==> config.mk <==
export PLATFORM = sky130hd
export DESIGN_NAME = steq_front
export DESIGN_NICKNAME = d
export VERILOG_FILES = /design/src/hw/rtl/sorted_timer_event_queue_assert.svh /design/src/hw/rtl/steq_pkg.sv /design/src/hw/rtl/steq_front.sv
export SDC_FILE = /design/constraint.sdc
export NUM_CORES = 2
export LEC_CHECK = 0
export BUFFER_PORTS_ARGS = -buffer_cell sky130_fd_sc_hd__buf_2
export CAP_MARGIN = 20
export CORE_AREA = 2 2 250 252
export CTS_CLUSTER_DIAMETER = 50
export CTS_CLUSTER_SIZE = 12
export DETAILED_ROUTE_END_ITERATION = 8
export DIE_AREA = 0 0 252 254
export PLACE_DENSITY_LB_ADDON = 0.15
export SLEW_MARGIN = 0
export SYNTH_ARGS = -nofsm -noshare
export SYNTH_HDL_FRONTEND = slang
export SYNTH_SLANG_ARGS = --single-unit
export TNS_END_PERCENT = 30
==> constraint.sdc <==
create_clock -name clk -period 6.95 [get_ports clk]
set_input_delay 1.39 -clock clk [delete_from_list [all_inputs] [get_ports clk]]
set_output_delay 1.39 -clock clk [all_outputs]
set_load 0.02 [all_outputs]
==> src/hw/rtl/sorted_timer_event_queue_assert.svh <==
// Assertion macros used by the back end of the sorted timer event queue RTL.
`ifndef SORTED_TIMER_EVENT_QUEUE_ASSERT_SVH
`define SORTED_TIMER_EVENT_QUEUE_ASSERT_SVH

// Same-cycle implication, disabled while in reset.
`define STEQ_ASSERT_SAME(label, clk, rst_n, ante, cons) \
    label: assert property (@(posedge clk) disable iff (!rst_n) (ante) |-> (cons)) \
        else $error("sorted timer queue: same-cycle check failed");

// Next-cycle implication, disabled while in reset.
`define STEQ_ASSERT_NEXT(label, clk, rst_n, ante, cons) \
    label: assert property (@(posedge clk) disable iff (!rst_n) (ante) |=> (cons)) \
        else $error("sorted timer queue: next-cycle check failed");

`endif

==> src/hw/rtl/steq_pkg.sv <==
// Shared types and constants of the sorted timer event queue.
`timescale 1ns / 1ps
`default_nettype none

package steq_pkg;

    // Fixed field widths
    localparam int NOW_BITS    = 64;
    localparam int FREQ_BITS   = 32;
    localparam int SECS_BITS   = 16;
    localparam int PROD_BITS   = FREQ_BITS + SECS_BITS;
    localparam int STATUS_BITS = 2;

    // Frequency after reset, and timeout used when the queue runs empty
    localparam logic [FREQ_BITS-1:0] FREQ_RESET   = 32'd62500000;
    localparam logic [SECS_BITS-1:0] IDLE_SECONDS = 16'hFFFF;

    // Opcodes
    localparam logic OP_INSERT = 1'b0;
    localparam logic OP_EXPIRE = 1'b1;

    // Status codes
    localparam logic [STATUS_BITS-1:0] ST_OK    = 2'd0;
    localparam logic [STATUS_BITS-1:0] ST_FULL  = 2'd1;
    localparam logic [STATUS_BITS-1:0] ST_EMPTY = 2'd2;

    // Depth of the command queue between front and back
    localparam int FIFO_DEPTH = 2;

    // Classified command: opcode and the absolute time it carries
    // (expiry for an insert, idle compare value for an expire)
    typedef struct packed {
        logic                op;
        logic [NOW_BITS-1:0] value;
    } steq_cmd_t;

endpackage

`default_nettype wire

==> src/hw/rtl/steq_front.sv <==
// Front end: takes words, holds the frequency, computes the absolute time.
`timescale 1ns / 1ps
`default_nettype none

module steq_front #(
    parameter int TAG_BITS = 8
) (
    input  wire logic                           clk,
    input  wire logic                           rst_n,
    input  wire logic                           cfg_write,
    input  wire logic [steq_pkg::FREQ_BITS-1:0] cfg_data,
    input  wire logic                           accept,
    input  wire logic                           opcode,
    input  wire logic [steq_pkg::NOW_BITS-1:0]  now_count,
    input  wire logic [steq_pkg::SECS_BITS-1:0] delay_seconds,
    input  wire logic [TAG_BITS-1:0]            event_tag,
    output logic                                push_valid,
    output steq_pkg::steq_cmd_t                 push_cmd,
    output logic [TAG_BITS-1:0]                 push_tag
);

    logic [steq_pkg::FREQ_BITS-1:0] freq_reg, freq_next;
    logic                           valid_reg, valid_next;
    logic                           op_reg, op_next;
    logic [steq_pkg::NOW_BITS-1:0]  now_reg, now_next;
    logic [steq_pkg::PROD_BITS-1:0] prod_reg, prod_next;
    logic [TAG_BITS-1:0]            tag_reg, tag_next;
    logic [steq_pkg::SECS_BITS-1:0] secs_sel;

    // An expire carries the idle timeout so the back gets its fallback compare
    assign secs_sel = (opcode == steq_pkg::OP_EXPIRE) ? steq_pkg::IDLE_SECONDS : delay_seconds;

    // Stage 1: scale the timeout
    always_comb
    begin
        freq_next  = cfg_write ? cfg_data : freq_reg;
        valid_next = accept;
        op_next    = accept ? opcode : op_reg;
        now_next   = accept ? now_count : now_reg;
        tag_next   = accept ? event_tag : tag_reg;
        prod_next  = accept ? (steq_pkg::PROD_BITS'(freq_reg) *
                               steq_pkg::PROD_BITS'(secs_sel)) : prod_reg;
    end

    always_ff @(posedge clk or negedge rst_n)
    begin
        if (!rst_n)
        begin
            freq_reg  <= steq_pkg::FREQ_RESET;
            valid_reg <= 1'b0;
        end
        else
        begin
            freq_reg  <= freq_next;
            valid_reg <= valid_next;
        end
    end

    always_ff @(posedge clk)
    begin
        op_reg   <= op_next;
        now_reg  <= now_next;
        prod_reg <= prod_next;
        tag_reg  <= tag_next;
    end

    // Stage 2: absolute time, wraps modulo 2^64, straight into the queue
    assign push_valid     = valid_reg;
    assign push_cmd.op    = op_reg;
    assign push_cmd.value = now_reg + steq_pkg::NOW_BITS'(prod_reg);
    assign push_tag       = tag_reg;

endmodule

`default_nettype wire

==> metrics.yaml <==
critical_path:
  rrSetupSlack_ps: 450
  timing.rr.start: "freq_reg[7]"
  slowest_stage: "fa_1"
  path_max_fanout: 8
  cp.required_ps: 7180
  reg2reg_depth: 20
  cp.arrival_ps: 7310
  worstReg2RegEnd: "prod_reg[43]"
  cp-start-kind: "input port"
  slowest_delay_ps: 520
  critPathCaptureType: "flip-flop"
  cp_cell_sequence: "buf_16 > buf_8 > or2_4 > buf_12 > and2_4 > fa_1 > fa_1 > fa_1 > fa_1 > fa_1 > inv_2 > fa_1 > inv_2 > ha_4 > and3_4 > and3_4 > o21a_1 > a41o_4 > o31a_1 > or2_4 > a31oi_4 > o21ai_2 > xor2_1"
  crit_start: "opcode"
  cp_common_cell: "fa_1"
  endpoint: "prod_reg[43]"
  crit_type: "in2reg"
finish:
  multi_input_area_um2: 18100
  syn_to_final_growth_pct: 18.7
  largest_register_ffs: 64
  final-seq-area_um2: 4480
  final_cell_count_no_fill: 3677
  n_fill_cell: 5894
  nNetsFinal: 3586
  drive_above_1_share_pct: 22.0
  mostFrequentLayoutCell: "inv_1"
  stdcell_area_um2: 28800
  fin_util_pct: 46.9
  final_cell_mix: "450 x inv_1, 402 x fa_1, 365 x nand2_1"
logic_synthesis:
  syn_area_um2: 24200
  synth_seq_area_share_pct: 18.5
  synth_edf_count: 121
  synth_top_area_share_pct: 34.6
  async_flop_share_pct: 21.4
  yosys.area.top_type: "fa_1"
  synth_fp_nets: 3265
  ys_seq_elements: 154
  synth_cells: 2553
  yosys_warnings: 0
  synth.area.top_cells: "fa_1 35%, edfxtp_1 15%, ha_1 8.7%"
  ys.flop_type: "edfxtp_1"
  synth_cell_types: 66
  postSynthAreaPerCell_um2: 9.49
job:
  drv_cap: 0
placement:
  hpwlAfterDp_mm: 54.6
  numPortBuffers: 198
  post-place-cells: 3617
  gp_congestion: 0.908
  postPlaceCellArea_um2: 27400
clock_network:
  numCtsBuffers: 17
  cts_hold_buffers: 0
  cts.clk_slew.worst_paths_ps: 70
  cts.sinks: 154
  cts.path.max_buffers: 2
  clock-root-buffer: "clkbuf_16"
  clk_latency_ps: 480
  cts_htree_levels: 4
  cts_tree: "yes"
routing:
  dr.pass1.iters: 5
  avgRoutedWirePerCell_um: 18.5
  drt_iter0_drc: 1034
  via_per_inst: 5.03
  routed_wl_mm: 67.9
  ant_nets: 0
  drc: 0
  vias: 18500
sta:
  worst_slew_pin_slew_ps: 822
  drv_slew: 0
  post-route-min-period_ps: 7080
  rsz0062_at_grt: "true"
  setup-violations-final: 6
  fin_crit_sh_pct: 102
  fin_ws_ps: -133
  hold_viol: 0
  fmax_mhz: 141
  skew_ps: 17.5
  slew-limit-headroom_pct: 45.2
  setup_tns_ps: -395
floorplanning:
  die_y_um: 254
  io_pins: 199
  start_util_pct: 39.5
  core_area_um2: 61300
  die_area_um2: 64000
  die_x_um: 252
  rows: 91
hold_path:
  hold_class: "reg2reg"
global_route:
  grt_max_degree: 63
  grt_pass1_vias: 19800
  antenna_found_initial: 3
  overflow: 0
  grt_pass1_wl_mm: 108
  track_usage_pct: 21.7
outcome:
  status: "finished, violations left"
  violations: "negative setup slack"
-- worst max-delay path: cells and delay by family --
family / cells / cell delay (ps)
adder cells (fa/ha/maj): 7 / 3190
AND/OR/NAND/NOR: 5 / 1050
AO/OA/AOI/OAI: 5 / 1050
XOR/XNOR: 1 / 130
buffers and inverters: 5 / 480
-- cells in the mapped netlist (4+ instances only) --
cell and number:
a211o_1 4, a211oi_1 6, a21o_1 39, a21oi_1 119
a31oi_1 12, and2_1 219, and3_1 10, buf_1 5
clkbuf_1 124, dfrtp_1 20, dfstp_2 13, edfxtp_1 121
fa_1 419, ha_1 168, inv_1 459, mux2_2 32
nand2_1 370, nand2b_1 10, nand3_1 27, nand4_1 25
nor2_1 44, nor2b_1 10, nor3_1 16, nor4_1 4
o2111ai_1 4, o211ai_1 9, o21a_1 13, o21ai_0 58
o21ai_1 5, o21bai_1 16, or2_2 22, xnor2_1 74
xor2_1 27
-- worst min-delay path by stage --
stage / from / endpoint / cells past startpoint / slack, ps
3_5_place_dp: freq_reg[16] / freq_reg[16] / 1 / 710
5_1_grt: freq_reg[16] / freq_reg[16] / 1 / 750
3_3_place_gp: freq_reg[16] / freq_reg[16] / 1 / 710
6_report: freq_reg[16] / freq_reg[16] / 1 / 730
2_1_floorplan: freq_reg[0] / freq_reg[0] / 1 / 560
4_1_cts: freq_reg[16] / freq_reg[16] / 1 / 720
-- routing by layer --
layer  GRT usage, %  part of all wire [%]  vias to the layer above
li1               -                     -                     8654
met1           31.1                    47                     9172
met2           34.3                    45                      588
met3           3.96                   6.2                       75
met4           4.60                   1.7                        2
met5              0                 0.022                        -
-- final cells by class --
type                    count  share of cell area, %
well taps                 790                   3.44
clock buffers              19                   1.51
inverters                 459                   5.99
repair buffers            427                   10.1
diodes                      1                0.00870
clock inverters            12                  0.574
multi-input cells        1815                   62.9
flip-flops and latches    154                   15.6
-- kinds of logic after synthesis --
kind of cell,synth area share [%]
AO/OA/AOI/OAI,8.39
XOR/XNOR,3.65
adder cells (fa/ha/maj),43.3
buffers and inverters,9.19
flip-flops,18.5
multiplexers,1.53
AND/OR/NAND/NOR,15.4
-- through the flow --
stage	hold slack, ps	worst slack (ps)
global placement	713	-805
global route	747	-271
finish	728	-133
CTS	725	-86.2
floorplan	561	-364
detailed placement	715	-875
-- timing repair --
item | in CTS | in global routing
gates resized for setup | 49 | 79
pin swaps | 26 | 40
endpoints found under the setup margin | 14 | 17
setup buffers | 6 | 12
gates cloned | 4 | 6
hold endpoints to repair | 0 | 0
Power is not shown: default switching activity piles up to over one toggle a cycle in this logic, so the estimate is an artifact.
