### config.mk
export PLATFORM = sky130hd
export DESIGN_NAME = steq_fifo
export DESIGN_NICKNAME = d
export VERILOG_FILES = /design/src/hw/rtl/sorted_timer_event_queue_assert.svh /design/src/hw/rtl/steq_fifo.sv
export SDC_FILE = /design/constraint.sdc
export NUM_CORES = 1
export LEC_CHECK = 0
export ABC_CLOCK_PERIOD_IN_PS = 5450
export BUFFER_PORTS_ARGS = -buffer_cell sky130_fd_sc_hd__buf_2
export CORE_MARGIN = 2
export CORE_UTILIZATION = 30
export CTS_CLUSTER_SIZE = 40
export DETAILED_ROUTE_END_ITERATION = 12
export PLACE_DENSITY = 0.6
export SETUP_SLACK_MARGIN = 0.15
export SKIP_LAST_GASP = 1
export SLEW_MARGIN = 5
export SYNTH_ARGS = -nofsm -noshare
export SYNTH_HDL_FRONTEND = slang
export SYNTH_SLANG_ARGS = --single-unit
### constraint.sdc
create_clock -name clk -period 5.45 [get_ports clk]
set_clock_uncertainty 0.2 [all_clocks]
set_input_delay 0.2725 -clock clk [delete_from_list [all_inputs] [get_ports clk]]
set_output_delay 0.2725 -clock clk [all_outputs]
set_load 0.01 [all_outputs]
### src/hw/rtl/sorted_timer_event_queue_assert.svh
// Assertion macros used by the back end of the sorted timer event queue RTL.
`ifndef SORTED_TIMER_EVENT_QUEUE_ASSERT_SVH
`define SORTED_TIMER_EVENT_QUEUE_ASSERT_SVH

// Same-cycle implication, disabled while in reset.
`define STEQ_ASSERT_SAME(label, clk, rst_n, ante, cons) \
    label: assert property (@(posedge clk) disable iff (!rst_n) (ante) |-> (cons)) \
        else $error("sorted timer queue: same-cycle check failed");

// Next-cycle implication, disabled while in reset.
`define STEQ_ASSERT_NEXT(label, clk, rst_n, ante, cons) \
    label: assert property (@(posedge clk) disable iff (!rst_n) (ante) |=> (cons)) \
        else $error("sorted timer queue: next-cycle check failed");

`endif

### src/hw/rtl/steq_fifo.sv
// Small command queue between the front and the back of the timer queue.
`timescale 1ns / 1ps
`default_nettype none

module steq_fifo #(
    parameter int WIDTH = 73,
    parameter int DEPTH = 2
) (
    input  wire logic                         clk,
    input  wire logic                         rst_n,
    input  wire logic                         push,
    input  wire logic [WIDTH-1:0]             push_data,
    input  wire logic                         pop,
    output logic                              not_empty,
    output logic [WIDTH-1:0]                  pop_data,
    output logic [$clog2(DEPTH+1)-1:0]        fill
);

    localparam int PW = (DEPTH > 1) ? $clog2(DEPTH) : 1;
    localparam int CW = $clog2(DEPTH+1);

    logic [WIDTH-1:0] mem_reg [DEPTH];
    logic [PW-1:0]    wr_ptr_reg, wr_ptr_next;
    logic [PW-1:0]    rd_ptr_reg, rd_ptr_next;
    logic [CW-1:0]    fill_reg, fill_next;
    logic             do_push, do_pop;

    assign do_push   = push && (fill_reg != CW'(DEPTH));
    assign do_pop    = pop && (fill_reg != '0);
    assign not_empty = (fill_reg != '0);
    assign pop_data  = mem_reg[rd_ptr_reg];
    assign fill      = fill_reg;

    // Pointer and fill update
    always_comb
    begin
        wr_ptr_next = wr_ptr_reg;
        rd_ptr_next = rd_ptr_reg;
        fill_next   = fill_reg;
        if (do_push)
        begin
            wr_ptr_next = (wr_ptr_reg == PW'(DEPTH-1)) ? '0 : wr_ptr_reg + PW'(1);
        end
        if (do_pop)
        begin
            rd_ptr_next = (rd_ptr_reg == PW'(DEPTH-1)) ? '0 : rd_ptr_reg + PW'(1);
        end
        if (do_push && !do_pop)
        begin
            fill_next = fill_reg + CW'(1);
        end
        else if (do_pop && !do_push)
        begin
            fill_next = fill_reg - CW'(1);
        end
    end

    always_ff @(posedge clk or negedge rst_n)
    begin
        if (!rst_n)
        begin
            wr_ptr_reg <= '0;
            rd_ptr_reg <= '0;
            fill_reg   <= '0;
        end
        else
        begin
            wr_ptr_reg <= wr_ptr_next;
            rd_ptr_reg <= rd_ptr_next;
            fill_reg   <= fill_next;
        end
    end

    // Storage, no reset
    always_ff @(posedge clk)
    begin
        if (do_push)
        begin
            mem_reg[wr_ptr_reg] <= push_data;
        end
    end

endmodule

`default_nettype wire

==> Flow_metrics.wiki <==
{| class="wikitable"
! Metric !! Value
|-
| Actual transition at the worst max-transition pin || 869 ps
|-
| DRC violations left || 0
|-
| Xor/xnor cell area share of the yosys netlist || 0.767%
|-
| Starting density of the core || 30.5%
|-
| Number of flip-flops under the largest register name || 146
|-
| Number of buffers added for setup after CTS || 0
|-
| Simple logic cell fraction of the synthesized area || 0.373%
|-
| Cell count of the worst reg-to-reg path || 3
|-
| Total leakage power || 0.00320 uW
|-
| Number of max-cap violations || 0
|-
| Largest net degree at the start of global routing || 49
|-
| NumNets Final || 566
|-
| Routed Antenna Nets || 0
|-
| Clock Sink Count || 150
|-
| Share of the yosys chip area belonging to registers || 78.5%
|-
| GRT Resource Usage Total || 10.8%
|-
| Peak supply drop || 239 uV
|-
| Final number of setup-violating endpoints || 0
|-
| First-pass GRT wire length || 16,000 um
|-
| Die area || 20,100 um^2
|-
| Number of standard cells after synthesis || 246
|-
| Via count || 3,035
|-
| Final number of max-transition violations || 0
|-
| Number of cells in the finished layout apart from fillers || 735
|-
| CP Data Required Time || 4980 ps
|-
| Synth Register Bits || 150
|-
| Htree depth || 4
|-
| Power density over the cells || 507 nW/um^2
|-
| Fraction of the mapped netlist area in compound gates || 0.0877%
|-
| Clk slew on worst S/H paths || 50 ps
|-
| Register-to-register path setup slack || 2790 ps
|-
| Buf+Inv Stages, Crit Path || 2
|-
| TritonCTS clock tree || done
|-
| Post-Synthesis Cell Area || 5710 um^2
|-
| Number of DRC violations after detailed-routing iteration 0 || 182
|-
| Root Buffer || sky130_fd_sc_hd__clkbuf_16
|-
| Routed wire length || 10,800 um
|-
| Number of placed instances, taps included || 627
|-
| Crit path max fanout || 48
|-
| Routed wire per std cell || 14.8 um
|-
| Fin. Hold Viols || 0
|-
| Timing endpoint of the critical path || pop_data[58]
|-
| CTS Buffer Depth || 2
|-
| Type of the worst setup path || reg2out
|-
| Crit path arrival time || 2510 ps
|-
| Post-Synth Adder-Cell Area || 0.219%
|-
| Worst hold path cell count || 3
|-
| Clock latency on the worst-skew pair || 420 ps
|-
| Detailed Place HPWL || 6880 um
|-
| Vias per Instance || 4.13
|-
| Growth of design area from synthesis to finish || 41.4%
|-
| FP Rows || 50
|-
| Post-Synthesis Net Count || 324
|-
| Antenna violations before repair || 0
|-
| Path type of the worst min-delay path || in2reg
|-
| Delay-heaviest family, CP || flip-flops
|-
| Yosys warning count || 0
|-
| Cell count along the critical path || 3
|-
| CORE AREA || 18,700 um^2
|-
| Vias in the first global route || 3,205
|-
| Number of detailed-route iterations in the first pass || 4
|-
| Chain of cells forming the critical path || buf_4, mux2_2, buf_2
|-
| Unique cell type count in the Yosys netlist || 14
|-
| Critical Path Source || rd_ptr_reg
|-
| Worst stage delay on the critical path || 990 ps
|-
| Run status || completed
|-
| Number of top-level design ports || 153
|-
| Fraction of final layout cells sized beyond drive strength 1 || 51.7%
|-
| Count of port buffers added during placement || 152
|-
| RSZ-0062 raised after global routing || false
|-
| CP max stage cell || sky130_fd_sc_hd__dfrtp_4
|-
| Main combinational cell family by area after synthesis || multiplexers
|-
| Top achievable clock speed || 335 MHz
|-
| Die boundary width || 142 um
|-
| Count of antenna diodes in the layout || 0
|-
| Die extent in y || 142 um
|-
| Startpoint kind of the worst setup timing path || flop
|-
| Syn Area/Cell || 23.2 um^2
|-
| Endpoint of the worst-slack reg-to-reg timing path || mem_reg[1][49]
|-
| Placer congestion estimate || 0.641
|-
| Total Negative Setup Slacks || 0 ps
|-
| Period Utilization, post-route || 54.8%
|-
| Relative slew slack || 42.0%
|-
| Mux cell area share after synthesis || 18.3%
|-
| Clock period minus final worst setup slack || 2990 ps
|-
| Num CTS Buffers || 17
|-
| Total congestion overflow after global routing || 0
|-
| Source of the worst register-to-register timing path || fill[0]
|-
| Worst Setup End Kind || output pin
|}
## layout by cell type (no fill, tap or decap)
master / count
sky130_fd_sc_hd__dlygate4sd3_1: 76
sky130_fd_sc_hd__bufinv_16: 3
sky130_fd_sc_hd__mux2_2: 13
sky130_fd_sc_hd__nor2_1: 1
sky130_fd_sc_hd__dfrtp_4: 1
sky130_fd_sc_hd__mux2_4: 60
sky130_fd_sc_hd__or2_1: 1
sky130_fd_sc_hd__nand2_1: 1
sky130_fd_sc_hd__clkbuf_1: 3
sky130_fd_sc_hd__o21ai_1: 1
sky130_fd_sc_hd__clkinv_2: 2
sky130_fd_sc_hd__buf_2: 152
sky130_fd_sc_hd__clkbuf_16: 17
sky130_fd_sc_hd__nor2_4: 2
sky130_fd_sc_hd__xor2_1: 1
sky130_fd_sc_hd__inv_1: 3
sky130_fd_sc_hd__clkinv_4: 2
sky130_fd_sc_hd__clkinvlp_4: 3
sky130_fd_sc_hd__inv_6: 1
sky130_fd_sc_hd__dfrtp_1: 3
sky130_fd_sc_hd__xnor2_1: 4
sky130_fd_sc_hd__buf_4: 3
sky130_fd_sc_hd__ha_1: 1
sky130_fd_sc_hd__clkinv_1: 1
sky130_fd_sc_hd__edfxtp_1: 146
## worst register-to-register path, stage by stage, from the launching register on
cell and delay (ps):
sky130_fd_sc_hd__dfrtp_1 430, sky130_fd_sc_hd__o21ai_1 250, sky130_fd_sc_hd__nor2_4 720, sky130_fd_sc_hd__buf_4 670
## Yosys cell counts, drive strengths merged
| master | count | area share (%) |
|---|---|---|
| buf | 8 | 1.5 |
| dfrtp | 4 | 1.8 |
| edfxtp | 146 | 77 |
| ha | 1 | 0.22 |
| inv | 3 | 0.20 |
| mux2 | 73 | 18 |
| nand2 | 1 | 0.066 |
| nor2 | 3 | 0.20 |
| o21ai | 1 | 0.088 |
| or2 | 1 | 0.11 |
| xnor2 | 4 | 0.61 |
| xor2 | 1 | 0.15 |
## power by group
part	leakage, uW	switching [uW]	total (uW)	internal [uW]
logic	0.00152	549	1190	643
registers	0.00140	159	1740	1580
clock network	0.000278	438	1160	719
## timing repair
item | in CTS | in global routing
endpoints found under the hold margin | 151 | 0
setup endpoints to repair | 0 | 0
gates resized for setup | 0 | 0
hold buffers | 76 | 0
## cells by family (layout without fill, tap and decap cells)
logic type	Yosys count	after routing
mux	73	73
xor+xnor	5	5
flops	150	150
fa+ha+maj	1	1
compound gates	1	1
buf+inv	11	266
simple gates	5	5
## per-stage QoR
stage                     hold slack (ps)  worst slack [ps]  utilization, %  total power, uW  cell area [um^2]
final                                 179              2460            43.1             4090              8070
after global routing                  179              2300            43.1             4300              8070
after CTS                             156              2380            43.1             4160              8070
after detailed placement             -109              2730            35.9             2950              6720
after global placement               -111              2800            35.9             2920              6720
after floorplan                      -223              1070               -             2570              5710
## worst min path at each step
stage / start / endpoint
after floorplan: rst_n / fill[0]
after global placement: rst_n / fill[1]
after detailed placement: rst_n / fill[0]
after CTS: push / wr_ptr_reg
after global routing: push / wr_ptr_reg
final: push / wr_ptr_reg
## area by class of cell
class | count | area, um^2
tap | 234 | 293
timing repair buffer | 231 | 1540
multi-input combinational | 85 | 1140
sequential | 150 | 4490
inverter | 3 | 11.3
clock buffer | 20 | 437
clock inverter | 12 | 153
fill | 1637 | 10600
## routing by layer
metal	wire length [um]	GRT usage (%)	up-vias
li1	-	-	1449
met1	4730	12.2	1479
met2	5440	18.4	98
met3	555	4.41	9
met4	119	4.11	0
met5	0	0	-
Note: power is estimated with default switching activity, not from simulation.
