===== src/hw/rtl/sorted_timer_event_queue_assert.svh =====
// Assertion macros used by the back end of the sorted timer event queue RTL.
`ifndef SORTED_TIMER_EVENT_QUEUE_ASSERT_SVH
`define SORTED_TIMER_EVENT_QUEUE_ASSERT_SVH

// Same-cycle implication, disabled while in reset.
`define STEQ_ASSERT_SAME(label, clk, rst_n, ante, cons) \
    label: assert property (@(posedge clk) disable iff (!rst_n) (ante) |-> (cons)) \
        else $error("sorted timer queue: same-cycle check failed");

// Next-cycle implication, disabled while in reset.
`define STEQ_ASSERT_NEXT(label, clk, rst_n, ante, cons) \
    label: assert property (@(posedge clk) disable iff (!rst_n) (ante) |=> (cons)) \
        else $error("sorted timer queue: next-cycle check failed");

`endif


===== src/hw/rtl/steq_pkg.sv =====
// Shared types and constants of the sorted timer event queue.
`timescale 1ns / 1ps
`default_nettype none

package steq_pkg;

    // Fixed field widths
    localparam int NOW_BITS    = 64;
    localparam int FREQ_BITS   = 32;
    localparam int SECS_BITS   = 16;
    localparam int PROD_BITS   = FREQ_BITS + SECS_BITS;
    localparam int STATUS_BITS = 2;

    // Frequency after reset, and timeout used when the queue runs empty
    localparam logic [FREQ_BITS-1:0] FREQ_RESET   = 32'd62500000;
    localparam logic [SECS_BITS-1:0] IDLE_SECONDS = 16'hFFFF;

    // Opcodes
    localparam logic OP_INSERT = 1'b0;
    localparam logic OP_EXPIRE = 1'b1;

    // Status codes
    localparam logic [STATUS_BITS-1:0] ST_OK    = 2'd0;
    localparam logic [STATUS_BITS-1:0] ST_FULL  = 2'd1;
    localparam logic [STATUS_BITS-1:0] ST_EMPTY = 2'd2;

    // Depth of the command queue between front and back
    localparam int FIFO_DEPTH = 2;

    // Classified command: opcode and the absolute time it carries
    // (expiry for an insert, idle compare value for an expire)
    typedef struct packed {
        logic                op;
        logic [NOW_BITS-1:0] value;
    } steq_cmd_t;

endpackage

`default_nettype wire


===== src/hw/rtl/steq_back.sv =====
// Back end: chain of sorted cells, compare register and result word.
`timescale 1ns / 1ps
`default_nettype none
`include "sorted_timer_event_queue_assert.svh"

module steq_back #(
    parameter int QUEUE_DEPTH = 16,
    parameter int TAG_BITS    = 8
) (
    input  wire logic                              clk,
    input  wire logic                              rst_n,
    input  wire logic                              in_valid,
    input  wire steq_pkg::steq_cmd_t               in_cmd,
    input  wire logic [TAG_BITS-1:0]               in_tag,
    output logic                                   done,
    output logic                                   fired,
    output logic [TAG_BITS-1:0]                    fired_tag,
    output logic [steq_pkg::NOW_BITS-1:0]          compare_value,
    output logic [$clog2(QUEUE_DEPTH+1)-1:0]       entry_count,
    output logic [steq_pkg::STATUS_BITS-1:0]       status
);

    localparam int CW = $clog2(QUEUE_DEPTH+1);

    logic [steq_pkg::NOW_BITS-1:0]    exp_reg [QUEUE_DEPTH];
    logic [steq_pkg::NOW_BITS-1:0]    exp_next [QUEUE_DEPTH];
    logic [TAG_BITS-1:0]              tag_reg [QUEUE_DEPTH];
    logic [TAG_BITS-1:0]              tag_next [QUEUE_DEPTH];
    logic [QUEUE_DEPTH-1:0]           ins_here;

    logic [CW-1:0]                    count_reg, count_next;
    logic [steq_pkg::NOW_BITS-1:0]    compare_reg, compare_next;
    logic                             done_reg, done_next;
    logic                             fired_reg, fired_next;
    logic [TAG_BITS-1:0]              ftag_reg, ftag_next;
    logic [steq_pkg::STATUS_BITS-1:0] status_reg, status_next;

    logic full, empty, is_insert, is_expire, do_ins, do_pop;

    assign full      = (count_reg == CW'(QUEUE_DEPTH));
    assign empty     = (count_reg == '0);
    assign is_insert = in_valid && (in_cmd.op == steq_pkg::OP_INSERT);
    assign is_expire = in_valid && (in_cmd.op == steq_pkg::OP_EXPIRE);
    assign do_ins    = is_insert && !full;
    assign do_pop    = is_expire && !empty;

    // Sorted cells: each compares its own entry, shifts right on insert,
    // left on pop. Entries past the count hold don't-care data.
    for (genvar i = 0; i < QUEUE_DEPTH; i++)
    begin : g_cell
        logic shift_in;
        logic [steq_pkg::NOW_BITS-1:0] left_exp, right_exp;
        logic [TAG_BITS-1:0]           left_tag, right_tag;

        // new word goes before the first valid entry strictly later than it
        assign ins_here[i] = (CW'(i) < count_reg) ? (exp_reg[i] > in_cmd.value) : 1'b1;

        if (i == 0)
        begin : g_head
            assign shift_in = 1'b0;
            assign left_exp = exp_reg[i];
            assign left_tag = tag_reg[i];
        end
        else
        begin : g_body
            assign shift_in = ins_here[i-1];
            assign left_exp = exp_reg[i-1];
            assign left_tag = tag_reg[i-1];
        end

        if (i == QUEUE_DEPTH - 1)
        begin : g_tail
            assign right_exp = exp_reg[i];
            assign right_tag = tag_reg[i];
        end
        else
        begin : g_inner
            assign right_exp = exp_reg[i+1];
            assign right_tag = tag_reg[i+1];
        end

        always_comb
        begin
            exp_next[i] = exp_reg[i];
            tag_next[i] = tag_reg[i];
            if (do_ins)
            begin
                if (shift_in)
                begin
                    exp_next[i] = left_exp;
                    tag_next[i] = left_tag;
                end
                else if (ins_here[i])
                begin
                    exp_next[i] = in_cmd.value;
                    tag_next[i] = in_tag;
                end
            end
            else if (do_pop)
            begin
                exp_next[i] = right_exp;
                tag_next[i] = right_tag;
            end
        end

        always_ff @(posedge clk)
        begin
            exp_reg[i] <= exp_next[i];
            tag_reg[i] <= tag_next[i];
        end
    end

    // Count, compare value and result word
    always_comb
    begin
        count_next   = count_reg;
        compare_next = compare_reg;
        done_next    = in_valid;
        fired_next   = 1'b0;
        ftag_next    = '0;
        status_next  = steq_pkg::ST_OK;
        if (is_insert)
        begin
            if (full)
            begin
                status_next = steq_pkg::ST_FULL;
            end
            else
            begin
                count_next = count_reg + CW'(1);
                if (ins_here[0])
                begin
                    compare_next = in_cmd.value;
                end
            end
        end
        else if (is_expire)
        begin
            if (empty)
            begin
                status_next  = steq_pkg::ST_EMPTY;
                compare_next = in_cmd.value;
            end
            else
            begin
                fired_next   = 1'b1;
                ftag_next    = tag_reg[0];
                count_next   = count_reg - CW'(1);
                compare_next = (count_reg == CW'(1)) ? in_cmd.value : exp_reg[1];
            end
        end
    end

    always_ff @(posedge clk or negedge rst_n)
    begin
        if (!rst_n)
        begin
            count_reg   <= '0;
            compare_reg <= '1;
            done_reg    <= 1'b0;
        end
        else
        begin
            count_reg   <= count_next;
            compare_reg <= compare_next;
            done_reg    <= done_next;
        end
    end

    always_ff @(posedge clk)
    begin
        fired_reg  <= fired_next;
        ftag_reg   <= ftag_next;
        status_reg <= status_next;
    end

    assign done          = done_reg;
    assign fired         = fired_reg;
    assign fired_tag     = ftag_reg;
    assign compare_value = compare_reg;
    assign entry_count   = count_reg;
    assign status        = status_reg;

    // Checks
    `STEQ_ASSERT_SAME(a_count_range, clk, rst_n, 1'b1, count_reg <= CW'(QUEUE_DEPTH))
    `STEQ_ASSERT_SAME(a_head_sorted, clk, rst_n, count_reg >= CW'(2), exp_reg[0] <= exp_reg[1])
    `STEQ_ASSERT_SAME(a_fired_ok, clk, rst_n, done_reg && fired_reg, status_reg == steq_pkg::ST_OK)
    `STEQ_ASSERT_NEXT(a_pop_dec, clk, rst_n, do_pop, count_reg == $past(count_reg) - CW'(1))
    `STEQ_ASSERT_NEXT(a_full_hold, clk, rst_n, is_insert && full, count_reg == $past(count_reg))

endmodule

`default_nettype wire


===== config.mk =====
export PLATFORM = sky130hd
export DESIGN_NAME = steq_back
export DESIGN_NICKNAME = d
export VERILOG_FILES = /design/src/hw/rtl/steq_pkg.sv /design/src/hw/rtl/steq_back.sv
export VERILOG_INCLUDE_DIRS = /design/src /design/src/hw/rtl
export SDC_FILE = /design/constraint.sdc
export NUM_CORES = 2
export LEC_CHECK = 0
export BUFFER_PORTS_ARGS = -buffer_cell sky130_fd_sc_hd__buf_2
export CORE_ASPECT_RATIO = 1.25
export CORE_UTILIZATION = 35
export DETAILED_ROUTE_END_ITERATION = 12
export PLACE_DENSITY = 0.48
export SYNTH_ARGS = -nofsm -noshare
export SYNTH_HDL_FRONTEND = slang
export SYNTH_SLANG_ARGS = --single-unit
export TNS_END_PERCENT = 10

===== constraint.sdc =====
create_clock -name clk -period 10.1 [get_ports clk]
set_clock_uncertainty 0.2 [all_clocks]
set_input_delay 0 -clock clk [delete_from_list [all_inputs] [get_ports clk]]
set_output_delay 0 -clock clk [all_outputs]
set_load 0.02 [all_outputs]

==> results.md <==
Place:
- Once placement completed, the tool counted placed cells totaling ~12k.
- At the end of routability-driven placement, the weighted congestion stood at about 0.96.
- Detailed placement finished with a half-perimeter wire length of roughly 260,000 um.
- Buffers placed on the I/O ports in this run total 156.
- The placed instance area is 91,000 um2.

Cells and area:
- The area growth from synthesis to layout is 11.5%.
- After routing the design area is 97,000 um2.
- The number of cells in the finished layout apart from fillers is approximately 12k.
- The flip-flop count of the largest register, all copies and words added is 1,024.
- In the layout the commonest cells are sky130_fd_sc_hd__o21ai_0, sky130_fd_sc_hd__edfxtp_1, sky130_fd_sc_hd__nand2_1.
- The final net count is ~9.6k.
- In the final layout, the share of cells above drive strength 1 is 11.8%.
- The most frequent standard cell in the layout excluding fill and tap cells is sky130_fd_sc_hd__o21ai_0.
- Counting the fill cells in the layout gives approximately 24k.
- Cells fill between 30% and 40% of the core in the end.

Synthesis:
- The synthesized flop and latch total is 1,233.
- The post-synthesis area per instance is about 10 um2.
- Of the synthesized area, sequential elements account for 42.2%.
- The post-synthesis net count is around 9.7k.
- After synthesis, the share of flip-flops with an asynchronous set or reset is under 10%.
- The number of warnings issued by yosys is 0.
- The mapped netlist covers 86,900 um2.
- Yosys mapped a number of flops with a built-in enable equal to ~1.2k.
- In the synthesized netlist the dominant register cell turns out to be sky130_fd_sc_hd__edfxtp_1.
- The synthesized netlist cell count is between 8k and 9k.
- The count of distinct cell types in the synthesized netlist is 73.

CTS:
- The deepest level of the CTS H-tree is 4.
- The number of buffers created by CTS is 160.
- The master cell of the clock root buffer is sky130_fd_sc_hd__clkbuf_16.
- The clock tree from TritonCTS is yes.
- At the later pin of the worst-skew pair, clock insertion delay measures 0.86 ns.
- Once the clock tree was built, the resizer swapped 0 gates to a different size.
- The maximum number of buffers from clock root to sink is 4.
- Clock-pin slew was measured on the worst setup and hold paths at ~0.060 ns.
- The clock sink count is ~1.2k.

Critical path:
- The number of gates on the worst path with buffers counted is 15.
- The maximum cell stage delay along the critical path is between 1 and 1.5 ns.
- The critical path launch point type is an input port.
- The most critical setup path has its endpoint at exp_reg[0][138].
- The worst setup path is captured at a register.
- For the worst setup path, the data required time is about 10 ns.
- The worst register-to-register path begins at exp_reg[0][188].
- The setup path with the least slack is of type input port to register.
- In this run the worst setup path begins at in_cmd[63].
- The setup check on the worst reg-to-reg path leaves a slack of 3.08 ns.
- The worst register-to-register path ends at exp_reg[0][138].
- The cell family contributing the most delay on the critical path is simple AND/OR/NAND/NOR gates.
- Traced cell by cell, the critical path runs through dlygate4sd3_1 -> buf_2 -> inv_1 -> ha_1 -> nand4_1 -> nor4_2 -> nand3_1 -> nor3_1 -> a21boi_0 -> nor4_1 -> a31oi_4 -> buf_12 -> nor2_1 -> a21oi_4 -> buf_4.
- Data arrives at the worst endpoint at 7.70 ns.
- The library cell contributing the largest single delay on the critical path is sky130_fd_sc_hd__nor3_1.
- Along the worst path, the maximum fanout reaches 83.
- The cell count of the worst reg-to-reg path is 12.
- The number of buffers and inverters on the critical path is 5.

STA:
- For the pin with the worst max-slew slack, the measured transition is approximately 1.4 ns.
- Derived from the worst setup path, the maximum achievable clock frequency is about 130 MHz.
- The sum of negative setup slack is 0 ns.
- The worst slew margin relative to its limit is under 10%.
- Setup violations remaining at the end of the flow were counted as 0.
- The fraction of the cycle the final worst path needs is about three quarters.
- After layout, the minimum clock period comes to 7.45 ns.
- Setup repair after global routing left no endpoint under its margin.
- The total count of max-transition violations in the final report is 0.
- The number of hold violations in the final report came to 0.

Floorplan:
- The chip width is 448 um.
- The core outline area is between 200,000 and 250,000 um2.
- In this run the count of I/O pins placed on the die edge is approximately 160.
- The initial core utilization is roughly a third.
- The die covers roughly 250,000 um2.
- The site row count is ~200.
- The floorplan step set the die height to 559 um.

Power and ir drop:
- The static leakage is approximately 40 nW.
- VDD sags by at most between 0.3 and 0.4 mV.
- The power density over the cells is between 200 and 250 nW/um2.

Global routing:
- The initial antenna violation count is 17.
- The via count of the first global-routing pass came to 71.6k.
- The first global-routing pass estimated 529,000 um of wire.
- Entering global routing, the biggest net connects 249 pins.
- The total routing resource utilization after global routing is 29.1%.
- After global routing the overflow that remains totals 0.

Routing:
- The remaining routing DRC violations is 0.
- The number of iterations in the first detailed-routing pass is 6.
- The first routing iteration left slightly below 8k violations.
- The via count is between 70k and 80k.
- The detail route stage leaves a number of antenna-violating nets equal to 0.
- The average vias per placed instance is approximately 6.1.
- The total wire length is roughly 370,000 um.
- The routed length per instance is between 30 and 40 um.

Hold path:
- The min-delay analysis places its worst path in the category input port to register.
- The startpoint of the lowest-slack hold path is in_cmd[32].

Flow run:
- The max-capacitance violation count is 0.

Outcome:
- The run finished with clean final reports.
## power by group
part           internal [mW]  switching (mW)  total [mW]  leakage [nW]
Clock                   3.33            2.44        5.78          2.48
Sequential              7.36            1.26        8.61          12.0
Combinational           3.35            6.09        9.44          25.5
## synth_stat cells, types with 62 or more instances
| cell type | number | area share (%) |
|---|---|---|
| sky130_fd_sc_hd__ha_1 | 1027 | 15 |
| sky130_fd_sc_hd__inv_1 | 96 | 0.41 |
| sky130_fd_sc_hd__o22ai_1 | 217 | 1.6 |
| sky130_fd_sc_hd__dfstp_2 | 64 | 1.9 |
| sky130_fd_sc_hd__nor2_1 | 304 | 1.3 |
| sky130_fd_sc_hd__nand4_1 | 218 | 1.6 |
| sky130_fd_sc_hd__edfxtp_1 | 1152 | 40 |
| sky130_fd_sc_hd__buf_1 | 63 | 0.27 |
| sky130_fd_sc_hd__nor3_1 | 73 | 0.42 |
| sky130_fd_sc_hd__o221a_2 | 279 | 3.6 |
| sky130_fd_sc_hd__mux2_2 | 72 | 0.93 |
| sky130_fd_sc_hd__a21o_1 | 259 | 2.2 |
| sky130_fd_sc_hd__clkbuf_1 | 562 | 2.4 |
| sky130_fd_sc_hd__o21ai_0 | 1190 | 6.9 |
| sky130_fd_sc_hd__a21oi_1 | 481 | 2.8 |
| sky130_fd_sc_hd__mux2i_1 | 683 | 7.9 |
| sky130_fd_sc_hd__o221a_1 | 62 | 0.80 |
| sky130_fd_sc_hd__nand3_1 | 200 | 1.2 |
| sky130_fd_sc_hd__nand2_1 | 1131 | 4.9 |
## per-layer routing
layer | global-route usage [%] | routed length [um]
met5 | 0 | 23
met4 | 15.9 | 23300
met3 | 4.68 | 24800
met2 | 48.0 | 177000
met1 | 36.0 | 148000
## cell families after synthesis
| kind of cell | Yosys count | share of synthesized area (%) |
|---|---|---|
| flops | 1233 | 42.2 |
| mux | 755 | 8.80 |
| buf+inv | 759 | 3.39 |
| fa+ha+maj | 1027 | 14.8 |
| xor+xnor | 5 | 0.0504 |
| compound gates | 2726 | 20.0 |
| simple gates | 2118 | 10.8 |
## layout make-up
| class | count | area, um2 | area share [%] |
|---|---|---|---|
| Multi-Input combinational cell | 6631 | 47900 | 49.4 |
| Sequential cell | 1233 | 36600 | 37.8 |
| Clock buffer | 223 | 4510 | 4.65 |
| Tap cell | 3296 | 4120 | 4.25 |
| Timing Repair Buffer | 391 | 2900 | 2.99 |
| Clock inverter | 59 | 533 | 0.550 |
| Inverter | 96 | 360 | 0.372 |
| Antenna cell | 5 | 12.5 | 0.0129 |
## per-stage QoR
step	setup slack, ns	hold slack [ns]	power, mW
final	2.65	0.0408	23.8
after global routing	2.76	0.0598	24.9
after CTS	2.84	0.00608	23.8
after detailed placement	2.59	-0.129	17.9
after global placement	2.44	-0.131	17.8
after floorplan	2.58	-0.496	14.2
## worst register-to-register path, stage by stage (launching register included)
cell and delay (ns):
sky130_fd_sc_hd__edfxtp_1 0.47, sky130_fd_sc_hd__ha_1 0.33, sky130_fd_sc_hd__nand4_1 0.22, sky130_fd_sc_hd__nor4_2 0.84, sky130_fd_sc_hd__nand3_1 0.59, sky130_fd_sc_hd__nor3_1 1.06
sky130_fd_sc_hd__a21boi_0 0.59, sky130_fd_sc_hd__nor4_1 0.16, sky130_fd_sc_hd__a31oi_4 0.23, sky130_fd_sc_hd__buf_12 0.64, sky130_fd_sc_hd__nor2_1 0.26, sky130_fd_sc_hd__a21oi_4 0.19
sky130_fd_sc_hd__buf_4 0.70
## worst min-delay path by stage
stage,end,slack (ns),depth (start not counted)
detailed placement,done,-0.13,1
global placement,done,-0.13,1
floorplan,done,-0.50,0
global route,compare_value[5],0.06,4
finish,compare_value[32],0.04,4
CTS,compare_value[12],0.006,4
## what timing repair did
item / in CTS / in global routing
hold buffers: 93 / 0
endpoints found under the hold margin: 1218 / 0
buffers inserted: 0 / 0
No activity file was read; power rests on OpenSTA's default activity.
